[config.mk]
export PLATFORM = sky130hd
export DESIGN_NAME = longest_run_of_ones_histogram_unit
export DESIGN_NICKNAME = d
export VERILOG_FILES = /design/src/rtl/lrh_pkg.sv /design/src/rtl/lrh_cfg.sv /design/src/rtl/lrh_ctrl.sv /design/src/rtl/lrh_dp.sv /design/src/rtl/longest_run_of_ones_histogram_unit.sv
export VERILOG_INCLUDE_DIRS = /design/src /design/src/rtl
export SDC_FILE = /design/constraint.sdc
export NUM_CORES = 1
export LEC_CHECK = 0
export BUFFER_PORTS_ARGS = -buffer_cell sky130_fd_sc_hd__buf_2
export CAP_MARGIN = 20
export CORE_MARGIN = 8
export CORE_UTILIZATION = 55
export DETAILED_ROUTE_END_ITERATION = 10
export PLACE_DENSITY = 0.78
export SLEW_MARGIN = 30
export SYNTH_ARGS = -nofsm -noshare
export SYNTH_HDL_FRONTEND = slang
export SYNTH_HIERARCHICAL = 1
export SYNTH_SLANG_ARGS = --single-unit
[constraint.sdc]
create_clock -name clk -period 8.6 [get_ports clk]
set_input_delay 1.29 -clock clk [delete_from_list [all_inputs] [get_ports clk]]
set_output_delay 1.29 -clock clk [all_outputs]
set_load 0.005 [all_outputs]
[src/rtl/assert_macros.svh]
// Assertion helpers shared by the RTL. They compile to nothing for synthesis.
`ifndef ASSERT_MACROS_SVH
`define ASSERT_MACROS_SVH

`ifndef SYNTHESIS

// Expression holds at every rising clock edge outside reset.
`define ASSERT_ALWAYS(label, clk, rst_n, expr) \
	label: assert property (@(posedge clk) disable iff (!rst_n) (expr)) \
		else $error("assertion failed: %m");

// Antecedent implies consequent in the same cycle.
`define ASSERT_IMPLIES(label, clk, rst_n, ante, cons) \
	label: assert property (@(posedge clk) disable iff (!rst_n) (ante) |-> (cons)) \
		else $error("assertion failed: %m");

// Antecedent implies consequent in the next cycle.
`define ASSERT_NEXT(label, clk, rst_n, ante, cons) \
	label: assert property (@(posedge clk) disable iff (!rst_n) (ante) |=> (cons)) \
		else $error("assertion failed: %m");

`else

`define ASSERT_ALWAYS(label, clk, rst_n, expr)
`define ASSERT_IMPLIES(label, clk, rst_n, ante, cons)
`define ASSERT_NEXT(label, clk, rst_n, ante, cons)

`endif

`endif

[src/rtl/lrh_pkg.sv]
`default_nettype none

package lrh_pkg;

	// default configuration of the histogram
	localparam int LRH_NUM_BINS    = 7;
	localparam int LRH_COUNT_WIDTH = 32;

	// fixed field widths
	localparam int BYTE_W    = 8;
	localparam int RUN_W     = 20;
	localparam int POS_W     = 16;
	localparam int FC_W      = 8;
	localparam int TB_W      = 3;
	localparam int BIN_IDX_W = 3;
	localparam int VALUE_W   = 32;
	localparam int CFG_IDX_W = 2;

	// register map
	localparam logic [CFG_IDX_W-1:0] REG_BLOCK_BYTES = 2'd0;
	localparam logic [CFG_IDX_W-1:0] REG_FIRST_CLASS = 2'd1;
	localparam logic [CFG_IDX_W-1:0] REG_TOP_BIN     = 2'd2;

	// register reset values
	localparam logic [POS_W-1:0] BLOCK_BYTES_RST = 16'd16;
	localparam logic [FC_W-1:0]  FIRST_CLASS_RST = 8'd4;
	localparam logic [TB_W-1:0]  TOP_BIN_RST     = 3'd5;

	// output kinds
	localparam logic KIND_REPORT = 1'b0;
	localparam logic KIND_DUMP   = 1'b1;

	// input commands
	localparam logic CMD_DATA = 1'b0;
	localparam logic CMD_DUMP = 1'b1;

	typedef enum logic {
		ST_RUN,
		ST_DUMP
	} lrh_state_t;

	// controller -> datapath
	typedef struct packed {
		logic hold_in;
		logic dump_load;
		logic clear;
	} lrh_ctl_t;

	// datapath -> controller
	typedef struct packed {
		logic dump_pending;
		logic pipe_empty;
		logic out_ready;
		logic dump_last;
	} lrh_sts_t;

	// ones at the head of the byte (bit 7 first)
	function automatic logic [3:0] lead_ones(input logic [BYTE_W-1:0] b);
		logic [3:0] n;
		logic       run;
		n   = '0;
		run = 1'b1;
		for (int i = BYTE_W - 1; i >= 0; i--) begin
			run = run & b[i];
			n   = n + {3'b000, run};
		end
		return n;
	endfunction

	// ones at the tail of the byte (bit 0 side)
	function automatic logic [3:0] trail_ones(input logic [BYTE_W-1:0] b);
		logic [3:0] n;
		logic       run;
		n   = '0;
		run = 1'b1;
		for (int i = 0; i < BYTE_W; i++) begin
			run = run & b[i];
			n   = n + {3'b000, run};
		end
		return n;
	endfunction

	// longest run of ones inside the byte
	function automatic logic [3:0] max_run(input logic [BYTE_W-1:0] b);
		logic [3:0] cur;
		logic [3:0] best;
		cur  = '0;
		best = '0;
		for (int i = BYTE_W - 1; i >= 0; i--) begin
			cur = b[i] ? cur + 4'd1 : 4'd0;
			if (cur > best) begin
				best = cur;
			end
		end
		return best;
	endfunction

endpackage

`default_nettype wire

[src/rtl/lrh_cfg.sv]
`default_nettype none

module lrh_cfg import lrh_pkg::*; (
	input  logic                 clk,
	input  logic                 arst_n,
	input  logic                 cfg_valid,
	output logic                 cfg_ready,
	input  logic [CFG_IDX_W-1:0] cfg_index,
	input  logic [POS_W-1:0]     cfg_data,
	output logic [POS_W-1:0]     block_bytes,
	output logic [FC_W-1:0]      first_class,
	output logic [TB_W-1:0]      top_bin
);

	logic [POS_W-1:0] block_bytes_q;
	logic [FC_W-1:0]  first_class_q;
	logic [TB_W-1:0]  top_bin_q;

	assign cfg_ready = 1'b1;

	always_ff @(posedge clk or negedge arst_n) begin
		if (!arst_n) begin
			block_bytes_q <= BLOCK_BYTES_RST;
			first_class_q <= FIRST_CLASS_RST;
			top_bin_q     <= TOP_BIN_RST;
		end else if (cfg_valid && cfg_ready) begin
			unique case (cfg_index)
				REG_BLOCK_BYTES: begin
					block_bytes_q <= cfg_data;
				end
				REG_FIRST_CLASS: begin
					first_class_q <= cfg_data[FC_W-1:0];
				end
				REG_TOP_BIN: begin
					top_bin_q <= cfg_data[TB_W-1:0];
				end
				default: begin
					// unmapped index: write dropped
				end
			endcase
		end
	end

	assign block_bytes = block_bytes_q;
	assign first_class = first_class_q;
	assign top_bin     = top_bin_q;

endmodule

`default_nettype wire

[src/rtl/lrh_ctrl.sv]
`default_nettype none

`include "assert_macros.svh"

module lrh_ctrl import lrh_pkg::*; (
	input  logic     clk,
	input  logic     arst_n,
	input  lrh_sts_t sts,
	output lrh_ctl_t ctl
);

	lrh_state_t state_q;
	lrh_state_t state_d;

	always_ff @(posedge clk or negedge arst_n) begin
		if (!arst_n) begin
			state_q <= ST_RUN;
		end else begin
			state_q <= state_d;
		end
	end

	// next state
	always_comb begin
		state_d = state_q;
		unique case (state_q)
			ST_RUN: begin
				// dump waits at the input stage until older blocks are binned
				if (sts.dump_pending && sts.pipe_empty) begin
					state_d = ST_DUMP;
				end
			end
			ST_DUMP: begin
				if (sts.out_ready && sts.dump_last) begin
					state_d = ST_RUN;
				end
			end
			default: begin
				state_d = ST_RUN;
			end
		endcase
	end

	// outputs
	always_comb begin
		ctl.hold_in   = sts.dump_pending;
		ctl.dump_load = 1'b0;
		ctl.clear     = 1'b0;
		unique case (state_q)
			ST_RUN: begin
				ctl.dump_load = 1'b0;
			end
			ST_DUMP: begin
				ctl.dump_load = sts.out_ready;
				ctl.clear     = sts.out_ready && sts.dump_last;
			end
			default: begin
				ctl.dump_load = 1'b0;
			end
		endcase
	end

	`ASSERT_IMPLIES(a_dump_quiet, clk, arst_n, state_q == ST_DUMP, sts.pipe_empty && sts.dump_pending)
	`ASSERT_NEXT(a_dump_exit, clk, arst_n, ctl.clear, state_q == ST_RUN)

endmodule

`default_nettype wire

[src/rtl/lrh_dp.sv]
`default_nettype none

`include "assert_macros.svh"

module lrh_dp import lrh_pkg::*; #(
	parameter int NUM_BINS    = LRH_NUM_BINS,
	parameter int COUNT_WIDTH = LRH_COUNT_WIDTH
) (
	input  logic                 clk,
	input  logic                 arst_n,
	input  logic                 in_valid,
	output logic                 in_stall,
	input  logic                 cmd,
	input  logic [BYTE_W-1:0]    data_byte,
	input  logic [POS_W-1:0]     block_bytes,
	input  logic [FC_W-1:0]      first_class,
	input  logic [TB_W-1:0]      top_bin,
	output logic                 out_valid,
	input  logic                 out_stall,
	output logic                 kind,
	output logic [BIN_IDX_W-1:0] bin_index,
	output logic [VALUE_W-1:0]   value,
	output logic                 last,
	input  lrh_ctl_t             ctl,
	output lrh_sts_t             sts
);

	localparam int IDX_W = $clog2(NUM_BINS);

	// handshake / advance
	logic adv;
	logic out_ready;
	logic in_acc;
	logic take_s1;
	logic load_s3;

	// stage 1: byte features
	logic       valid_s1;
	logic       cmd_s1;
	logic [3:0] lead_s1;
	logic [3:0] trail_s1;
	logic [3:0] maxrun_s1;

	// block state
	logic [RUN_W-1:0] cur_q;
	logic [RUN_W-1:0] longest_q;
	logic [POS_W-1:0] pos_q;
	logic [RUN_W:0]   cand_w;
	logic [RUN_W-1:0] cand_a;
	logic [RUN_W-1:0] long_a;
	logic [RUN_W-1:0] maxrun_ext;
	logic [RUN_W-1:0] new_cur;
	logic [RUN_W-1:0] new_long;
	logic [POS_W-1:0] pos_next;
	logic             close;

	// stage 2: closed block
	logic             rep_valid_s2;
	logic [RUN_W-1:0] rep_run_s2;

	// class of the closed block
	logic [IDX_W+TB_W-1:0] top_ext;
	logic [IDX_W+TB_W-1:0] top_max;
	logic [IDX_W+TB_W-1:0] top_lim;
	logic [IDX_W-1:0]      top_eff;
	logic [RUN_W:0]        diff;
	logic [IDX_W-1:0]      cls;

	// stage 3: classified report
	logic             valid_s3;
	logic [IDX_W-1:0] cls_s3;
	logic [RUN_W-1:0] run_s3;

	// bins and dump
	logic [COUNT_WIDTH-1:0]         bins_q [NUM_BINS];
	logic [IDX_W-1:0]               idx_q;
	logic [IDX_W-1:0]               rd_idx;
	logic [COUNT_WIDTH-1:0]         rd_val;
	logic [COUNT_WIDTH-1:0]         inc_val;
	logic [COUNT_WIDTH+VALUE_W-1:0] cnt_ext;
	logic [IDX_W+BIN_IDX_W-1:0]     cls_ext;
	logic [IDX_W+BIN_IDX_W-1:0]     idx_ext;

	// output register
	logic                 out_valid_q;
	logic                 kind_q;
	logic [BIN_IDX_W-1:0] bin_index_q;
	logic [VALUE_W-1:0]   value_q;
	logic                 last_q;

	assign out_ready = !out_valid_q || !out_stall;
	assign adv       = !valid_s3 || out_ready;
	assign in_stall  = !adv || ctl.hold_in;
	assign in_acc    = in_valid && !in_stall;
	assign take_s1   = adv && valid_s1 && (cmd_s1 == CMD_DATA);
	assign load_s3   = adv && valid_s3;

	// ---- stage 1 ----
	always_ff @(posedge clk or negedge arst_n) begin
		if (!arst_n) begin
			valid_s1 <= 1'b0;
		end else if (in_acc) begin
			valid_s1 <= 1'b1;
		end else if (take_s1 || ctl.clear) begin
			valid_s1 <= 1'b0;
		end
	end

	always_ff @(posedge clk) begin
		if (in_acc) begin
			cmd_s1    <= cmd;
			lead_s1   <= lead_ones(data_byte);
			trail_s1  <= trail_ones(data_byte);
			maxrun_s1 <= max_run(data_byte);
		end
	end

	// ---- run update ----
	// lead is 8 on an all-ones byte, so cand_a is then the carried run as well
	assign cand_w     = {1'b0, cur_q} + (RUN_W + 1)'(lead_s1);
	assign cand_a     = cand_w[RUN_W-1:0];
	assign new_cur    = lead_s1[3] ? cand_a : RUN_W'(trail_s1);
	assign maxrun_ext = RUN_W'(maxrun_s1);
	// a carry means the run counter passed its maximum inside this byte before wrapping
	assign long_a     = cand_w[RUN_W] ? '1 : ((cand_a > longest_q) ? cand_a : longest_q);
	assign new_long   = (maxrun_ext > long_a) ? maxrun_ext : long_a;
	assign pos_next   = pos_q + POS_W'(1);
	assign close      = (pos_next == block_bytes);

	always_ff @(posedge clk or negedge arst_n) begin
		if (!arst_n) begin
			cur_q     <= '0;
			longest_q <= '0;
			pos_q     <= '0;
		end else if (ctl.clear || (take_s1 && close)) begin
			cur_q     <= '0;
			longest_q <= '0;
			pos_q     <= '0;
		end else if (take_s1) begin
			cur_q     <= new_cur;
			longest_q <= new_long;
			pos_q     <= pos_next;
		end
	end

	always_ff @(posedge clk or negedge arst_n) begin
		if (!arst_n) begin
			rep_valid_s2 <= 1'b0;
		end else if (adv) begin
			rep_valid_s2 <= take_s1 && close;
		end
	end

	always_ff @(posedge clk) begin
		if (take_s1) begin
			rep_run_s2 <= new_long;
		end
	end

	// ---- classify ----
	assign top_ext = {{IDX_W{1'b0}}, top_bin};
	assign top_max = (IDX_W + TB_W)'(NUM_BINS - 1);
	assign top_lim = (top_ext > top_max) ? top_max : top_ext;
	assign top_eff = top_lim[IDX_W-1:0];
	assign diff    = {1'b0, rep_run_s2} - (RUN_W + 1)'(first_class);

	always_comb begin
		if (diff[RUN_W]) begin
			cls = '0;
		end else if (diff[RUN_W-1:0] > RUN_W'(top_eff)) begin
			cls = top_eff;
		end else begin
			cls = diff[IDX_W-1:0];
		end
	end

	always_ff @(posedge clk or negedge arst_n) begin
		if (!arst_n) begin
			valid_s3 <= 1'b0;
		end else if (adv) begin
			valid_s3 <= rep_valid_s2;
		end
	end

	always_ff @(posedge clk) begin
		if (adv && rep_valid_s2) begin
			cls_s3 <= cls;
			run_s3 <= rep_run_s2;
		end
	end

	// ---- bins ----
	assign rd_idx  = ctl.dump_load ? idx_q : cls_s3;
	assign rd_val  = bins_q[rd_idx];
	assign inc_val = (&rd_val) ? rd_val : rd_val + COUNT_WIDTH'(1);
	assign cnt_ext = {{VALUE_W{1'b0}}, rd_val};
	assign cls_ext = {{BIN_IDX_W{1'b0}}, cls_s3};
	assign idx_ext = {{BIN_IDX_W{1'b0}}, idx_q};

	always_ff @(posedge clk or negedge arst_n) begin
		if (!arst_n) begin
			for (int i = 0; i < NUM_BINS; i++) begin
				bins_q[i] <= '0;
			end
		end else if (ctl.clear) begin
			for (int i = 0; i < NUM_BINS; i++) begin
				bins_q[i] <= '0;
			end
		end else if (load_s3) begin
			bins_q[cls_s3] <= inc_val;
		end
	end

	always_ff @(posedge clk or negedge arst_n) begin
		if (!arst_n) begin
			idx_q <= '0;
		end else if (ctl.clear) begin
			idx_q <= '0;
		end else if (ctl.dump_load) begin
			idx_q <= idx_q + IDX_W'(1);
		end
	end

	// ---- output register ----
	always_ff @(posedge clk or negedge arst_n) begin
		if (!arst_n) begin
			out_valid_q <= 1'b0;
		end else if (out_ready) begin
			out_valid_q <= load_s3 || ctl.dump_load;
		end
	end

	always_ff @(posedge clk) begin
		if (load_s3) begin
			kind_q      <= KIND_REPORT;
			bin_index_q <= cls_ext[BIN_IDX_W-1:0];
			value_q     <= VALUE_W'(run_s3);
			last_q      <= 1'b1;
		end else if (ctl.dump_load) begin
			kind_q      <= KIND_DUMP;
			bin_index_q <= idx_ext[BIN_IDX_W-1:0];
			value_q     <= cnt_ext[VALUE_W-1:0];
			last_q      <= sts.dump_last;
		end
	end

	assign out_valid = out_valid_q;
	assign kind      = kind_q;
	assign bin_index = bin_index_q;
	assign value     = value_q;
	assign last      = last_q;

	assign sts.dump_pending = valid_s1 && (cmd_s1 == CMD_DUMP);
	assign sts.pipe_empty   = !rep_valid_s2 && !valid_s3;
	assign sts.out_ready    = out_ready;
	assign sts.dump_last    = (idx_q == IDX_W'(NUM_BINS - 1));

	`ASSERT_ALWAYS(a_no_collide, clk, arst_n, !(ctl.dump_load && valid_s3))
	`ASSERT_NEXT(a_clear_block, clk, arst_n, ctl.clear, cur_q == '0 && longest_q == '0 && pos_q == '0 && !valid_s1)

endmodule

`default_nettype wire

[src/rtl/longest_run_of_ones_histogram_unit.sv]
// Data bytes: one transfer per cycle while in_stall is low; the block report of a closing
// byte passes the feature, run-update and classify registers into the output register,
// held back by output stalls. Dump: the controller starts it once the dump command is in
// stage 1 and the stages are empty, then loads NUM_BINS counts, one per free output cycle;
// input resumes in the cycle after the last. Reset (arst_n low, asynchronous): bins, run
// state and handshakes clear; block_bytes 16, first_class 4, top_bin 5.
`default_nettype none

module longest_run_of_ones_histogram_unit import lrh_pkg::*; #(
	parameter int NUM_BINS    = LRH_NUM_BINS,    // 2..8
	parameter int COUNT_WIDTH = LRH_COUNT_WIDTH  // 8..32, saturating bin counters
) (
	input  logic                 clk,
	input  logic                 arst_n,

	// configuration write channel
	input  logic                 cfg_valid,
	output logic                 cfg_ready,
	input  logic [CFG_IDX_W-1:0] cfg_index,
	input  logic [POS_W-1:0]     cfg_data,

	// input items
	input  logic                 in_valid,
	output logic                 in_stall,
	input  logic                 cmd,
	input  logic [BYTE_W-1:0]    data_byte,

	// result items
	output logic                 out_valid,
	input  logic                 out_stall,
	output logic                 kind,
	output logic [BIN_IDX_W-1:0] bin_index,
	output logic [VALUE_W-1:0]   value,
	output logic                 last
);

	// Structure:
	//   lrh_cfg  - the three configuration registers, always ready.
	//   lrh_dp   - stage 1 registers per-byte run features (leading ones, trailing
	//              ones, longest inner run); the run update then folds a whole byte
	//              into the current/longest run in one add and two compares. A
	//              closing byte hands its longest run to the classify stage, whose
	//              result is loaded into the output register while the matching bin
	//              takes a saturating increment.
	//   lrh_ctrl - sequences a dump: holds the input while the dump command sits in
	//              stage 1, lets older reports drain into the bins, then walks the
	//              bin index once per free output slot and clears everything at the end.
	// The output register acts as the skid point: bytes that close no block keep
	// flowing while a report waits, and outside a dump input stalls only if a
	// second report is ready behind a stalled one.

	logic [POS_W-1:0] block_bytes;
	logic [FC_W-1:0]  first_class;
	logic [TB_W-1:0]  top_bin;
	lrh_ctl_t         ctl;
	lrh_sts_t         sts;

	lrh_cfg u_cfg (
		.clk         (clk),
		.arst_n      (arst_n),
		.cfg_valid   (cfg_valid),
		.cfg_ready   (cfg_ready),
		.cfg_index   (cfg_index),
		.cfg_data    (cfg_data),
		.block_bytes (block_bytes),
		.first_class (first_class),
		.top_bin     (top_bin)
	);

	lrh_ctrl u_ctrl (
		.clk    (clk),
		.arst_n (arst_n),
		.sts    (sts),
		.ctl    (ctl)
	);

	lrh_dp #(
		.NUM_BINS    (NUM_BINS),
		.COUNT_WIDTH (COUNT_WIDTH)
	) u_dp (
		.clk         (clk),
		.arst_n      (arst_n),
		.in_valid    (in_valid),
		.in_stall    (in_stall),
		.cmd         (cmd),
		.data_byte   (data_byte),
		.block_bytes (block_bytes),
		.first_class (first_class),
		.top_bin     (top_bin),
		.out_valid   (out_valid),
		.out_stall   (out_stall),
		.kind        (kind),
		.bin_index   (bin_index),
		.value       (value),
		.last        (last),
		.ctl         (ctl),
		.sts         (sts)
	);

endmodule

`default_nettype wire
==> metrics.txt <==
maximum VDD drop 195 uV; syn avg cell area 9.54 sq um; Area contributors post-synth dfrtp_1 (35%), edfxtp_1 (11%), o21ai_0 (7.2%); Clock Sinks between 400 and 500; initial antenna violation count 2; final setup fails 0; Most used DFF post-synth dfrtp_1; status completed; Hold WC Path Type flip-flop to flip-flop; I/O Pins 72; via count ~19000; worst path required time between 8 and 9 ns; core area between 30000 and 40000 sq um; Final ANT Viol Nets 0; Final Slew Violations 0; final RePlAce weighted congestion approximately 0.89; hold_buf cts 0; post-layout net count roughly 2500; Initial Util 0.559; final hold vios 0; # port buffers 70; drt first-iter violations around 2200; CTS tree done; first-pass GRT wire length roughly 100000 um; H-tree levels 2; number of diodes 0; critical path type primary input to flip-flop; Critical-path top delay cell o31a_1; num rows 73; fill cell count 3219; final instance area ~25000 sq um; Post-synth top cells nand2_1 (336), o21ai_0 (322), dfrtp_1 (311); Cells after Synth 2334; largest net degree at the start of global routing 175; number of synthesized flops with an enable pin just under 80; layout cells sized above 1 0.143; aggregate global routing overflow 0; routed wire length ~64000 um; Syn Nets 2450; DRC Markers 0; root cell of the clock tree clkbuf_16; Die X ~220 um; drt pass-1 iters 6; die span in y about 220 um; CP Buf/Inv Count 3; CTS Buffer Depth 3; Leak 10.8 nW; flops & latches, synth approximately 410; worst-path maximum fanout 5; Ys Warns 6; CP endpoint kind flip-flop; routed vias/inst roughly 6.4; clk slew on worst S/H paths around 0.060 ns; Post-synth ARST share 0.772; worst hold slack between 0.4 and 0.5 ns; MaxCap Viol Count 0; Unique masters post-synth 91; PwrDens between 300 and 400 nW/um^2; number of global-route vias before repair between 15000 and 20000; Seq/Total Area, Yosys 0.473; Synth area leader dfrtp_1; Area Overhead vs Synth 12.3%; Num CTS Buffers between 40 and 50; final core utilization 0.628; CP peak stage delay ~0.35 ns; Least-Margin Pin Slew 1.06 ns; Period Utilization, post-route 0.972; Final HPWL DP about 41000 um; Critical Path Source Type primary input; WL/cell approximately 22 um; worst clock skew 0.0255 ns; CP top delay family compound AO/OA/AOI/OAI gates; total die area 47200 sq um; worst skew pair latency ~0.58 ns; synthesized area 22300 sq um; top-area cell type share of the netlist area 0.350; final critical-path required period 8.36 ns; Max Fclk 120 MHz; Post-DP Area approximately 23000 sq um; critical path data arrival time ~8.7 ns; relative slew slack 0.286; GRT Total Usage 0.262; top-count cell post-synth nand2_1
[area by class of cell]
class | instances | area [sq um] | area share
clock buffer | 63 | 1310 | 0.0525
sequential | 408 | 10500 | 0.422
multi-input combinational | 1703 | 11100 | 0.445
timing repair buffer | 133 | 890 | 0.0356
tap | 525 | 657 | 0.0263
inverter | 78 | 293 | 0.0117
clock inverter | 16 | 185 | 0.00741
[what timing repair did]
item / CTS / global route
setup buffers: 0 / 8
gates resized for setup: 0 / 52
setup endpoints to repair: 0 / 4
[worst reg2reg max path: cells and delay by family (launching register included)]
family          cells  cell delay (ns)
compound gates      9             2.12
simple gates        8             1.85
fa+ha+maj           3             0.94
flops               1             0.51
mux                 1             0.45
xor+xnor            1             0.39
buf+inv             1             0.21
[sequential cells by signal, indices dropped and copies added (netlist names), 4 cells and up]
register	flops
u_dp/bins_q	224
u_dp/cur_q	20
u_dp/maxrun_s1	4
u_dp/trail_s1	4
u_dp/rep_run_s2	20
u_dp/pos_q	16
u_dp/longest_q	20
u_cfg/first_class	8
u_cfg/block_bytes	16
u_dp/value	32
u_dp/run_s3	20
u_dp/lead_s1	4
[worst paths after layout]
path / startpoint / endpoint / slack (ns) / cells past startpoint
setup / recovery: data_byte[6] / u_dp/maxrun_s1[2]$_DFFE_PP_ / 0.24 / 43
hold / removal: u_dp/rep_run_s2[16]$_DFFE_PP_ / u_dp/run_s3[16]$_DFFE_PP_ / 0.44 / 0
setup reg to reg: u_dp/lead_s1[3]$_DFFE_PP_ / u_dp/longest_q[0]$_DFFE_PN0P_ / 2.02 / 23
hold reg to reg: u_dp/rep_run_s2[16]$_DFFE_PP_ / u_dp/run_s3[16]$_DFFE_PP_ / 0.44 / 0
max in group asynchronous: arst_n / u_dp/bins_q[42]$_DFFE_PN0P_ / 6.67 / 3
min in group asynchronous: arst_n / u_dp/bins_q[125]$_DFFE_PN0P_ / 0.66 / 1
[placed cells by master (no fill, tap or decap), drive strengths merged, types with 16 or more instances in the layout]
| master | Yosys | layout |
|---|---|---|
| o22ai | 40 | 40 |
| nand3 | 51 | 51 |
| clkbuf | 95 | 64 |
| xnor2 | 48 | 48 |
| o21ai | 324 | 324 |
| nand2b | 16 | 16 |
| nor4 | 20 | 20 |
| a21oi | 69 | 69 |
| inv | 77 | 78 |
| nand2 | 336 | 336 |
| mux2 | 46 | 46 |
| nor2 | 169 | 169 |
| and2 | 17 | 17 |
| a21o | 20 | 20 |
| dfrtp | 311 | 311 |
| a31oi | 20 | 20 |
| mux2i | 58 | 58 |
| a22oi | 25 | 25 |
| a22o | 95 | 95 |
| nand4 | 19 | 19 |
| and3 | 16 | 16 |
| ha | 76 | 76 |
| buf | 50 | 132 |
| edfxtp | 79 | 79 |
| xor2 | 31 | 31 |
| nor2b | 23 | 23 |
| nor3 | 32 | 32 |
[per-stage QoR]
| step | cells | worst slack (ns) | total power [mW] | TNS, ns |
|---|---|---|---|---|
| after floorplan | 2334 | 0.130 | 4.49 | 0 |
| after global placement | 2838 | -0.222 | 5.38 | -0.819 |
| after detailed placement | 2838 | -0.503 | 5.49 | -1.91 |
| after CTS | 2917 | 0.0516 | 7.46 | 0 |
| after global routing | 2926 | -0.162 | 8.01 | -0.578 |
| final | 2926 | 0.240 | 7.66 | 0 |
[per-layer routing]
layer  global-route usage  share of wire  routed length (um)  up-vias
li1                     -              -                   -     8426
met1                0.326           0.38               24300     9197
met2                0.434           0.48               30500      958
met3               0.0506          0.091                5780      235
met4                0.131          0.049                3090        4
met5                    0        0.00042                  27        -
[power by group]
| part | internal, mW | leakage, nW | switching [mW] |
|---|---|---|---|
| Sequential | 2.30 | 5.16 | 0.208 |
| Clock | 1.18 | 0.737 | 0.778 |
| Combinational | 1.13 | 4.87 | 2.06 |
[kinds of logic (layout without fill, tap and decap cells)]
logic type / count (synthesis) / in the layout / share of synthesized area
DFF: 408 / 408 / 0.473
AOI/OAI and AO/OA: 690 / 690 / 0.197
xor gates and xnor gates: 79 / 79 / 0.0324
buffers and inverters: 223 / 290 / 0.0418
muxes: 109 / 109 / 0.0549
and+or+nand+nor: 740 / 740 / 0.151
adders and majority gates: 84 / 84 / 0.0499
other: 1 / 1 / 0.000168
(Power assumes the default switching activity.)
